[src/rtl/core/mfq_pkg.sv]
// mfq_pkg: shared types, codes and helpers of the multilevel feedback queue scheduler
// no dependencies; imported by every module of the block
package mfq_pkg;

    localparam int MFQ_MAX_LEVELS  = 8;
    localparam int MFQ_MAX_TASKS   = 64;
    localparam int MFQ_LEVEL_DEPTH = 64;

    localparam int OP_W       = 3;
    localparam int TASK_W     = 6;
    localparam int PRIO_W     = 8;
    localparam int STATUS_W   = 2;
    localparam int OUT_LVL_W  = 3;
    localparam int SLICE_W    = 17;
    localparam int LC_W       = 4;
    localparam int BQ_W       = 10;
    localparam int CFG_IDX_W  = 1;
    localparam int CFG_DATA_W = 10;

    // widest level index and task index the parameters allow
    localparam int LVL_MAX_W  = 4;
    localparam int TIDX_MAX_W = 10;
    // width of the number of levels in use (up to 16)
    localparam int NLV_W      = 5;

    localparam logic [OP_W-1:0] OP_ARRIVAL  = 3'd0;
    localparam logic [OP_W-1:0] OP_COMPLETE = 3'd1;
    localparam logic [OP_W-1:0] OP_IO_DONE  = 3'd2;
    localparam logic [OP_W-1:0] OP_EXPIRE   = 3'd3;
    localparam logic [OP_W-1:0] OP_PICK     = 3'd4;

    localparam logic [STATUS_W-1:0] ST_OK    = 2'd0;
    localparam logic [STATUS_W-1:0] ST_FULL  = 2'd1;
    localparam logic [STATUS_W-1:0] ST_EMPTY = 2'd2;

    localparam logic [CFG_IDX_W-1:0] CFG_LEVEL_COUNT  = 1'b0;
    localparam logic [CFG_IDX_W-1:0] CFG_BASE_QUANTUM = 1'b1;

    localparam logic [LC_W-1:0] LC_RESET = 4'd3;
    localparam logic [BQ_W-1:0] BQ_RESET = 10'd5;

    localparam logic [3:0] PRIO_TOP = 4'd10;
    localparam logic [8:0] PRIO_DIV = 9'd11;

    typedef struct packed {
        logic                 push;
        logic                 pop;
        logic [LVL_MAX_W-1:0] level;
        logic [TASK_W-1:0]    data;
    } t_fifo_cmd;

    typedef struct packed {
        logic                  we;
        logic                  valid;
        logic [LVL_MAX_W-1:0]  level;
        logic [TIDX_MAX_W-1:0] addr;
    } t_map_wr;

    // floor(clamp(prio,0,10) * n / 11), zero for a single level
    function automatic logic [LVL_MAX_W-1:0] prio_level(
        input logic signed [PRIO_W-1:0] prio,
        input logic [NLV_W-1:0]         n
    );
        logic [3:0] p;
        logic [8:0] rem;
        logic [3:0] q;
        p = 4'd0;
        q = 4'd0;
        if (prio > 8'sd10) begin
            p = PRIO_TOP;
        end else if (prio > 8'sd0) begin
            p = prio[3:0];
        end
        rem = 9'(p) * 9'(n);
        for (int k = 3; k >= 0; k--) begin
            if (rem >= (PRIO_DIV << k)) begin
                rem  = rem - (PRIO_DIV << k);
                q[k] = 1'b1;
            end
        end
        if (n <= 5'd1) begin
            q = 4'd0;
        end
        return q;
    endfunction

endpackage

[src/rtl/core/mfq_level_store.sv]
// mfq_level_store: per-level ring buffers in one synchronous memory, with head,
// tail and occupancy registers per level; depends on mfq_pkg
module mfq_level_store import mfq_pkg::*; #(
    parameter int MAX_LEVELS  = MFQ_MAX_LEVELS,
    parameter int LEVEL_DEPTH = MFQ_LEVEL_DEPTH,
    localparam int LW = (MAX_LEVELS > 1) ? $clog2(MAX_LEVELS) : 1
) (
    input  logic                  i_clk,
    input  logic                  i_rst_n,
    input  logic                  i_rd_en,
    input  logic [LW-1:0]         i_rd_level,
    input  t_fifo_cmd             i_cmd,
    output logic [TASK_W-1:0]     o_rd_data,
    output logic [MAX_LEVELS-1:0] o_nonempty,
    output logic [MAX_LEVELS-1:0] o_full
);

    localparam int PW    = $clog2(LEVEL_DEPTH);
    localparam int CW    = $clog2(LEVEL_DEPTH + 1);
    localparam int DEPTH = MAX_LEVELS * LEVEL_DEPTH;
    localparam int AW    = $clog2(DEPTH);

    logic [PW-1:0]     r_head  [MAX_LEVELS];
    logic [PW-1:0]     r_tail  [MAX_LEVELS];
    logic [CW-1:0]     r_count [MAX_LEVELS];
    logic [PW-1:0]     r_next_head;
    logic [TASK_W-1:0] r_mem   [DEPTH];
    logic [TASK_W-1:0] r_rd_data;

    logic [LW-1:0] lvl;
    logic [AW-1:0] wr_addr;
    logic [AW-1:0] rd_addr;

    function automatic logic [PW-1:0] next_ptr(input logic [PW-1:0] ptr);
        return (ptr == PW'(LEVEL_DEPTH - 1)) ? '0 : ptr + 1'b1;
    endfunction

    assign lvl     = i_cmd.level[LW-1:0];
    assign wr_addr = AW'(lvl) * AW'(LEVEL_DEPTH) + AW'(r_tail[lvl]);
    assign rd_addr = AW'(i_rd_level) * AW'(LEVEL_DEPTH) + AW'(r_head[i_rd_level]);

    always_comb begin
        for (int i = 0; i < MAX_LEVELS; i++) begin
            o_nonempty[i] = (r_count[i] != '0);
            o_full[i]     = (r_count[i] == CW'(LEVEL_DEPTH));
        end
    end

    always_ff @(posedge i_clk) begin
        if (!i_rst_n) begin
            for (int i = 0; i < MAX_LEVELS; i++) begin
                r_head[i]  <= '0;
                r_tail[i]  <= '0;
                r_count[i] <= '0;
            end
        end else if (i_cmd.push) begin
            r_tail[lvl]  <= next_ptr(r_tail[lvl]);
            r_count[lvl] <= r_count[lvl] + 1'b1;
        end else if (i_cmd.pop) begin
            r_head[lvl]  <= r_next_head;
            r_count[lvl] <= r_count[lvl] - 1'b1;
        end
    end

    // head successor captured with the read, used by the pop that follows
    always_ff @(posedge i_clk) begin
        if (i_rd_en) begin
            r_next_head <= next_ptr(r_head[i_rd_level]);
        end
    end

    always_ff @(posedge i_clk) begin
        if (i_cmd.push) begin
            r_mem[wr_addr] <= i_cmd.data;
        end
        if (i_rd_en) begin
            r_rd_data <= r_mem[rd_addr];
        end
    end

    assign o_rd_data = r_rd_data;

endmodule

[src/rtl/core/mfq_task_map.sv]
// mfq_task_map: recorded level of each task in one synchronous memory,
// cleared by a sweep after reset; depends on mfq_pkg
module mfq_task_map import mfq_pkg::*; #(
    parameter int MAX_TASKS  = MFQ_MAX_TASKS,
    parameter int MAX_LEVELS = MFQ_MAX_LEVELS,
    localparam int LW  = (MAX_LEVELS > 1) ? $clog2(MAX_LEVELS) : 1,
    localparam int TIW = $clog2(MAX_TASKS)
) (
    input  logic           i_clk,
    input  logic           i_rst_n,
    input  logic           i_rd_en,
    input  logic [TIW-1:0] i_rd_addr,
    input  t_map_wr        i_wr,
    output logic [LW:0]    o_rd_data,
    output logic           o_clearing
);

    logic [LW:0]    r_mem [MAX_TASKS];
    logic [LW:0]    r_rd_data;
    logic           r_clearing;
    logic [TIW-1:0] r_clr_addr;

    always_ff @(posedge i_clk) begin
        if (!i_rst_n) begin
            r_clearing <= 1'b1;
            r_clr_addr <= '0;
        end else if (r_clearing) begin
            r_clr_addr <= r_clr_addr + 1'b1;
            if (r_clr_addr == TIW'(MAX_TASKS - 1)) begin
                r_clearing <= 1'b0;
            end
        end
    end

    always_ff @(posedge i_clk) begin
        if (r_clearing) begin
            r_mem[r_clr_addr] <= '0;
        end else if (i_wr.we) begin
            r_mem[i_wr.addr[TIW-1:0]] <= {i_wr.valid, i_wr.level[LW-1:0]};
        end
        if (i_rd_en) begin
            r_rd_data <= r_mem[i_rd_addr];
        end
    end

    assign o_rd_data  = r_rd_data;
    assign o_clearing = r_clearing;

endmodule

[src/rtl/core/multilevel_feedback_queue_scheduler.sv]
// multilevel feedback queue scheduler: one result per command, strobed after the command
// transfer through the EXEC state and the result registers; busy holds off a new command
// during EXEC (read of the level and map memories, then the read-modify-write of both)
// synchronous active-low reset; afterwards busy stays high while the task map (MAX_TASKS
// entries, 64 by default) is swept clear; configuration is taken meanwhile
// the receiver cannot stall: o_done strobes each result for exactly one cycle
module multilevel_feedback_queue_scheduler import mfq_pkg::*; #(
    parameter int MAX_LEVELS  = MFQ_MAX_LEVELS,
    parameter int MAX_TASKS   = MFQ_MAX_TASKS,
    parameter int LEVEL_DEPTH = MFQ_LEVEL_DEPTH
) (
    input  logic                     i_clk,
    input  logic                     i_rst_n,
    input  logic                     start,
    output logic                     busy,
    input  logic [OP_W-1:0]          i_op,
    input  logic [TASK_W-1:0]        i_task_id,
    input  logic signed [PRIO_W-1:0] i_priority_req,
    output logic                     o_done,
    output logic [STATUS_W-1:0]      o_status,
    output logic [TASK_W-1:0]        o_out_task,
    output logic [OUT_LVL_W-1:0]     o_out_level,
    output logic [SLICE_W-1:0]       o_slice_ms,
    input  logic                     i_cfg_valid,
    output logic                     o_cfg_ready,
    input  logic [CFG_IDX_W-1:0]     i_cfg_index,
    input  logic [CFG_DATA_W-1:0]    i_cfg_data
);

    localparam int LW  = (MAX_LEVELS > 1) ? $clog2(MAX_LEVELS) : 1;
    localparam int TIW = $clog2(MAX_TASKS);

    localparam logic S_IDLE = 1'b0;
    localparam logic S_EXEC = 1'b1;

    logic                r_state;
    logic                n_state;
    logic [LC_W-1:0]     r_lc;
    logic [BQ_W-1:0]     r_bq;
    logic [OP_W-1:0]     r_op;
    logic [TASK_W-1:0]   r_task;
    logic [TIW-1:0]      r_tidx;
    logic [LW-1:0]       r_plvl;
    logic [LW-1:0]       r_pick_lvl;
    logic                r_pick_found;

    logic                r_done;
    logic [STATUS_W-1:0] r_status;
    logic [TASK_W-1:0]   r_out_task;
    logic [OUT_LVL_W-1:0] r_out_level;
    logic [SLICE_W-1:0]  r_slice;

    logic [STATUS_W-1:0] n_status;
    logic [TASK_W-1:0]   n_out_task;
    logic [OUT_LVL_W-1:0] n_out_level;
    logic [SLICE_W-1:0]  n_slice;

    logic                    accept;
    logic                    clearing;
    logic [NLV_W-1:0]        levels_used;
    logic [MAX_LEVELS-1:0]   nonempty;
    logic [MAX_LEVELS-1:0]   full;
    logic [MAX_LEVELS-1:0]   avail;
    logic [LW-1:0]           pick_lvl;
    logic                    pick_found;
    logic [TASK_W-1:0]       fifo_data;
    logic [LW:0]             map_q;
    logic [NLV_W-1:0]        base_lvl;
    logic [NLV_W-1:0]        tgt_lvl;
    logic [LW-1:0]           push_lvl;
    t_fifo_cmd               fifo_cmd;
    t_map_wr                 map_wr;

    function automatic logic [TIW-1:0] task_index(input logic [TASK_W-1:0] t);
        logic [16:0] rem;
        rem = 17'(t);
        for (int k = 5; k >= 0; k--) begin
            if (rem >= 17'(MAX_TASKS << k)) begin
                rem = rem - 17'(MAX_TASKS << k);
            end
        end
        return rem[TIW-1:0];
    endfunction

    assign busy        = (r_state != S_IDLE) || clearing;
    assign accept      = start && !busy;
    assign o_cfg_ready = 1'b1;

    always_comb begin
        if (r_lc == '0) begin
            levels_used = NLV_W'(1);
        end else if (NLV_W'(r_lc) > NLV_W'(MAX_LEVELS)) begin
            levels_used = NLV_W'(MAX_LEVELS);
        end else begin
            levels_used = NLV_W'(r_lc);
        end
    end

    // lowest non-empty level in use
    always_comb begin
        pick_lvl   = '0;
        pick_found = 1'b0;
        for (int i = 0; i < MAX_LEVELS; i++) begin
            avail[i] = nonempty[i] && (NLV_W'(i) < levels_used);
        end
        for (int i = MAX_LEVELS - 1; i >= 0; i--) begin
            if (avail[i]) begin
                pick_lvl   = LW'(i);
                pick_found = 1'b1;
            end
        end
    end

    always_ff @(posedge i_clk) begin
        if (!i_rst_n) begin
            r_lc <= LC_RESET;
            r_bq <= BQ_RESET;
        end else if (i_cfg_valid && o_cfg_ready) begin
            unique case (i_cfg_index)
                CFG_LEVEL_COUNT:  r_lc <= i_cfg_data[LC_W-1:0];
                CFG_BASE_QUANTUM: r_bq <= i_cfg_data[BQ_W-1:0];
                default: ;
            endcase
        end
    end

    always_comb begin
        n_state = r_state;
        unique case (r_state)
            S_IDLE:  if (accept) n_state = S_EXEC;
            S_EXEC:  n_state = S_IDLE;
            default: n_state = S_IDLE;
        endcase
    end

    always_ff @(posedge i_clk) begin
        if (!i_rst_n) begin
            r_state <= S_IDLE;
            r_done  <= 1'b0;
        end else begin
            r_state <= n_state;
            r_done  <= (r_state == S_EXEC);
        end
    end

    always_ff @(posedge i_clk) begin
        if (accept) begin
            r_op         <= i_op;
            r_task       <= i_task_id;
            r_tidx       <= task_index(i_task_id);
            r_plvl       <= LW'(prio_level(i_priority_req, levels_used));
            r_pick_lvl   <= pick_lvl;
            r_pick_found <= pick_found;
        end
        if (r_state == S_EXEC) begin
            r_status    <= n_status;
            r_out_task  <= n_out_task;
            r_out_level <= n_out_level;
            r_slice     <= n_slice;
        end
    end

    // target level of a re-enqueue
    always_comb begin
        base_lvl = map_q[LW] ? NLV_W'(map_q[LW-1:0]) : NLV_W'(r_plvl);
        if (r_op == OP_ARRIVAL) begin
            base_lvl = NLV_W'(r_plvl);
        end
        tgt_lvl = base_lvl;
        if (r_op == OP_IO_DONE && base_lvl != '0) begin
            tgt_lvl = base_lvl - 1'b1;
        end else if (r_op == OP_EXPIRE && levels_used > NLV_W'(1)
                     && base_lvl + 1'b1 < levels_used) begin
            tgt_lvl = base_lvl + 1'b1;
        end
        if (tgt_lvl >= levels_used) begin
            tgt_lvl = levels_used - 1'b1;
        end
        push_lvl = tgt_lvl[LW-1:0];
    end

    always_comb begin
        fifo_cmd    = '0;
        map_wr      = '0;
        n_status    = ST_OK;
        n_out_task  = r_task;
        n_out_level = '0;
        n_slice     = '0;
        if (r_state == S_EXEC) begin
            unique case (r_op)
                OP_ARRIVAL, OP_IO_DONE, OP_EXPIRE: begin
                    n_out_level = OUT_LVL_W'(push_lvl);
                    if (full[push_lvl]) begin
                        n_status = ST_FULL;
                    end else begin
                        fifo_cmd.push  = 1'b1;
                        fifo_cmd.level = LVL_MAX_W'(push_lvl);
                        fifo_cmd.data  = r_task;
                        map_wr.we      = 1'b1;
                        map_wr.valid   = 1'b1;
                        map_wr.level   = LVL_MAX_W'(push_lvl);
                        map_wr.addr    = TIDX_MAX_W'(r_tidx);
                    end
                end
                OP_COMPLETE: begin
                    map_wr.we   = 1'b1;
                    map_wr.addr = TIDX_MAX_W'(r_tidx);
                end
                OP_PICK: begin
                    if (r_pick_found) begin
                        fifo_cmd.pop   = 1'b1;
                        fifo_cmd.level = LVL_MAX_W'(r_pick_lvl);
                        map_wr.we      = 1'b1;
                        map_wr.valid   = 1'b1;
                        map_wr.level   = LVL_MAX_W'(r_pick_lvl);
                        map_wr.addr    = TIDX_MAX_W'(task_index(fifo_data));
                        n_out_task     = fifo_data;
                        n_out_level    = OUT_LVL_W'(r_pick_lvl);
                        n_slice        = SLICE_W'(r_bq) << r_pick_lvl;
                    end else begin
                        n_status   = ST_EMPTY;
                        n_out_task = '0;
                    end
                end
                default: ;
            endcase
        end
    end

    mfq_level_store #(
        .MAX_LEVELS  (MAX_LEVELS),
        .LEVEL_DEPTH (LEVEL_DEPTH)
    ) u_level_store (
        .i_clk      (i_clk),
        .i_rst_n    (i_rst_n),
        .i_rd_en    (accept && i_op == OP_PICK && pick_found),
        .i_rd_level (pick_lvl),
        .i_cmd      (fifo_cmd),
        .o_rd_data  (fifo_data),
        .o_nonempty (nonempty),
        .o_full     (full)
    );

    mfq_task_map #(
        .MAX_TASKS  (MAX_TASKS),
        .MAX_LEVELS (MAX_LEVELS)
    ) u_task_map (
        .i_clk      (i_clk),
        .i_rst_n    (i_rst_n),
        .i_rd_en    (accept),
        .i_rd_addr  (task_index(i_task_id)),
        .i_wr       (map_wr),
        .o_rd_data  (map_q),
        .o_clearing (clearing)
    );

    assign o_done      = r_done;
    assign o_status    = r_status;
    assign o_out_task  = r_out_task;
    assign o_out_level = r_out_level;
    assign o_slice_ms  = r_slice;

endmodule

[config.mk]
export PLATFORM = sky130hd
export DESIGN_NAME = multilevel_feedback_queue_scheduler
export DESIGN_NICKNAME = d
export VERILOG_FILES = /design/src/rtl/core/mfq_pkg.sv /design/src/rtl/core/mfq_level_store.sv /design/src/rtl/core/mfq_task_map.sv /design/src/rtl/core/multilevel_feedback_queue_scheduler.sv
export SDC_FILE = /design/constraint.sdc
export NUM_CORES = 2
export LEC_CHECK = 0
export BUFFER_PORTS_ARGS = -buffer_cell sky130_fd_sc_hd__buf_2
export CORE_AREA = 2 2 651 653
export DETAILED_ROUTE_END_ITERATION = 8
export DIE_AREA = 0 0 653 655
export HOLD_SLACK_MARGIN = 0.05
export SLEW_MARGIN = 20
export SYNTH_ARGS = -nofsm -noshare
export SYNTH_HDL_FRONTEND = slang
export SYNTH_SLANG_ARGS = --single-unit
[constraint.sdc]
create_clock -name i_clk -period 16.1 [get_ports i_clk]
set_clock_uncertainty 0.15 [all_clocks]
set_input_delay 0.805 -clock i_clk [delete_from_list [all_inputs] [get_ports i_clk]]
set_output_delay 0.805 -clock i_clk [all_outputs]
set_load 0.01 [all_outputs]
==> results.yml <==
synthesis:
  syn_avg_cell_area_um2: 13.7
  syn_nets: 10800
  ys_seq_elements: 3563
  async_reset_ff_frac: 0
  synthCells: 10700
  yosysSeqAreaShare: 0.728
  synth_edf_count: 3540
  ys_warn_count: 0
  synthFlopType: "edfxtp_1"
  netlist_area_mm2: 0.147
  synth.distinct_cells: 101
sta:
  hold_ws_ns: 0.125
  fin_ws_ns: 5.24
  fin_crit_ns: 10.86
  final.period_utilization: 0.675
  hold_viol: 0
  worst_pin_slew_ns: 1.24
  timing.fmax_mhz: 92.1
  relSlewSlack: 0.168
  maxSlewViolCount: 0
  setup-violations-final: 0
  setup_tns_ns: 0
  rsz0062_at_grt: "false"
finish:
  num-fill-cells: 39200
  syn_to_final_growth_pct: 12.8
  final_layout_size_suffix_gt1_frac: 0.0999
  layout.nets: 10700
detailed_routing:
  drt_iter0_drc: 14100
  met3WireLength_um: 51300
  drcViolationCount: 0
  vias: 96100
  first_pass_iters: 6
  met1_length_um: 185000
  wire_per_inst_um: 28.9
  ant_nets: 0
  wl_met2_um: 216000
  wirelength_um: 477000
  via_per_inst: 5.83
  top_layer_used: "met5"
global_route:
  grt-ovfl-total: 0
  grt_pass1_vias: 91100
  antenna_found_initial: 29
  grt_pass1_wl_um: 676000
  grt_max_degree: 164
  track_usage: 0.216
worst_setup_path:
  crit_top_cell: "ha_1"
  max_stage_delay_ns: 0.97
  rrSetupSlack_ns: 5.24
  r2r-end: "u_level_store.r_mem[352][4]$_DFFE_PP_"
  crit_fanout: 27
  crit_type: "register to register"
  crit_slowest_cell: "nand4_1"
  reg2reg_depth: 29
  critical_path_arrival_ns: 11.27
  crit_required_ns: 16.51
  startpoint_type: "register"
  cp-end-kind: "register"
  r2r_start: "r_op[2]$_DFFE_PP_"
clock_network:
  post_cts_buffers: 0
  clkTransAtPathRegs_ns: 0.06
  cts_tree: "yes"
  cts_resized: 0
  cts_buffers: 366
  clkLatencyLatePin_ns: 1.00
  cts_hold_buffers: 14
  h-tree-depth: 5
  root_buffer: "clkbuf_16"
  clkSinkCount: 3563
  clock_path_buffers: 4
worst_hold_path:
  holdPathStages: 1
  hold_class: "input pin to register"
  hold_start: "i_task_id[4]"
  min_to: "r_tidx[4]$_DFFE_PP_"
power:
  irDropWorstVdd_uv: 87.3
  power_density_mw_per_mm2: 120
  power_mw: 19.9
  leakage_nw: 58.4
placed_design:
  hpwl_um: 277000
  globalplace.congestion: 0.903
  portBuffers: 61
  pre_cts_slack_ns: 5.46
die:
  die_w_um: 653
  core_mm2: 0.422
  initial_utilization: 0.348
  die_area_mm2: 0.428
  io_pins: 63
  die_h_um: 655
  fp-row-count: 239
run:
  cap_violations: 0
outcome:
  status: "finished clean"
==> worst max-delay path, delay by kind of cell, from the launching register on <==
family	cells	cell delay, ns
compound gates	11	3.38
simple gates	6	2.44
fa+ha+maj	4	1.53
buf+inv	4	1.35
mux	2	0.64
flops	1	0.55
xor+xnor	2	0.40
==> synth_stat cells (18+ instances only) <==
master | number | area (um2)
edfxtp_1 | 3540 | 106000
nand2_1 | 2203 | 8270
nor2_1 | 771 | 2890
nand3_1 | 720 | 3600
and3_1 | 457 | 2860
clkbuf_1 | 367 | 1380
a211oi_1 | 347 | 2610
a31oi_1 | 288 | 1800
buf_2 | 256 | 1280
a311oi_1 | 248 | 2170
a21oi_1 | 158 | 791
buf_1 | 138 | 518
mux4_2 | 138 | 3110
mux2i_1 | 135 | 1350
o21ai_0 | 100 | 500
nor3_1 | 71 | 355
nand4_1 | 58 | 363
and2_1 | 53 | 332
a221oi_1 | 48 | 420
o22ai_1 | 45 | 282
ha_1 | 41 | 513
inv_1 | 36 | 135
o221ai_1 | 30 | 263
a22oi_1 | 25 | 188
a22o_1 | 23 | 201
dfxtp_1 | 23 | 460
o211ai_1 | 22 | 165
a2111oi_0 | 21 | 184
nor4_1 | 20 | 125
a21o_1 | 19 | 143
mux2_2 | 19 | 214
xnor2_1 | 19 | 166
a32oi_1 | 18 | 158
==> how the worst max path moves through the flow <==
stage                                 start  cells after the start                               endpoint
after CTS                 r_op[2]$_DFFE_PP_                     29  u_level_store.r_mem[352][3]$_DFFE_PP_
after global placement    r_op[2]$_DFFE_PP_                     29  u_level_store.r_mem[304][0]$_DFFE_PP_
after detailed placement  r_op[2]$_DFFE_PP_                     29  u_level_store.r_mem[272][4]$_DFFE_PP_
after floorplan           r_op[2]$_DFFE_PP_                     24    u_level_store.r_mem[0][0]$_DFFE_PP_
after global routing      r_op[2]$_DFFE_PP_                     29  u_level_store.r_mem[352][3]$_DFFE_PP_
final                     r_op[2]$_DFFE_PP_                     29  u_level_store.r_mem[352][4]$_DFFE_PP_
==> cells by family (layout without fill, tap and decap cells) <==
family	count (synthesis)	in the layout	synth area share
XOR/XNOR	25	25	0.00160
AND/OR/NAND/NOR	4435	4435	0.132
multiplexers	293	293	0.0320
buffers and inverters	814	1001	0.0234
adder cells (fa/ha/maj)	46	46	0.00418
other	1	10	0.0000256
AO/OA/AOI/OAI	1558	1558	0.0780
flip-flops	3563	3563	0.728
==> metal layers <==
layer / up-vias / GRT usage
met1: 48500 / 0.292
li1: 40600 / -
met3: 1043 / 0.0444
met4: 14 / 0.0967
met2: 5878 / 0.335
met5: - / 0
==> report_power, final <==
| group | switching, mW | internal (mW) |
|---|---|---|
| sequential | 0.0126 | 10.1 |
| combinational | 0.878 | 0.260 |
| clock | 3.66 | 4.98 |
| total | 4.55 | 15.3 |
==> cell type report <==
| type | instances | area (um2) | area share |
|---|---|---|---|
| timing repair buffer | 295 | 2450 | 0.0148 |
| clock inverter | 229 | 2500 | 0.0152 |
| tap | 5543 | 6940 | 0.0420 |
| antenna | 9 | 22.5 | 0.000136 |
| sequential | 3563 | 107000 | 0.646 |
| inverter | 42 | 173 | 0.00104 |
| multi-input combinational | 6358 | 36900 | 0.223 |
| clock buffer | 435 | 9540 | 0.0578 |
==> registers in the layout, indices dropped and copies added (netlist names), 4 cells and up <==
name,count
u_level_store.r_mem,3072
u_task_map.r_mem,256
u_level_store.r_count,56
u_level_store.r_head,48
u_level_store.r_tail,48
o_slice_ms,17
r_bq,10
o_out_task,6
r_tidx,6
u_level_store.o_rd_data,6
u_level_store.r_next_head,6
u_task_map.r_clr_addr,6
r_lc,4
u_task_map.o_rd_data,4
==> cell usage in the layout (no fill, tap or decap), types with 48 or more instances in the layout <==
cell type / n
nand3_1: 708
a221oi_1: 48
nand2_1: 2197
a311oi_1: 248
edfxtp_1: 3540
clkinv_2: 55
o21ai_0: 100
nor3_1: 67
clkbuf_1: 62
a21oi_1: 157
clkinv_1: 86
and3_1: 451
mux2i_1: 134
a31oi_1: 288
and2_1: 51
mux4_2: 138
a211oi_1: 347
clkbuf_16: 371
buf_2: 60
buf_4: 193
nand4_1: 58
nor2_1: 743
==> per-stage QoR <==
step,instances,instance area [um2],util
3_3_place_gp,15800,153000,0.363
2_1_floorplan,10700,147000,-
5_1_grt,16500,165000,0.392
6_report,16500,165000,0.392
3_5_place_dp,15800,153000,0.363
4_1_cts,16500,165000,0.392
Note: power is estimated with default switching activity, not from simulation.
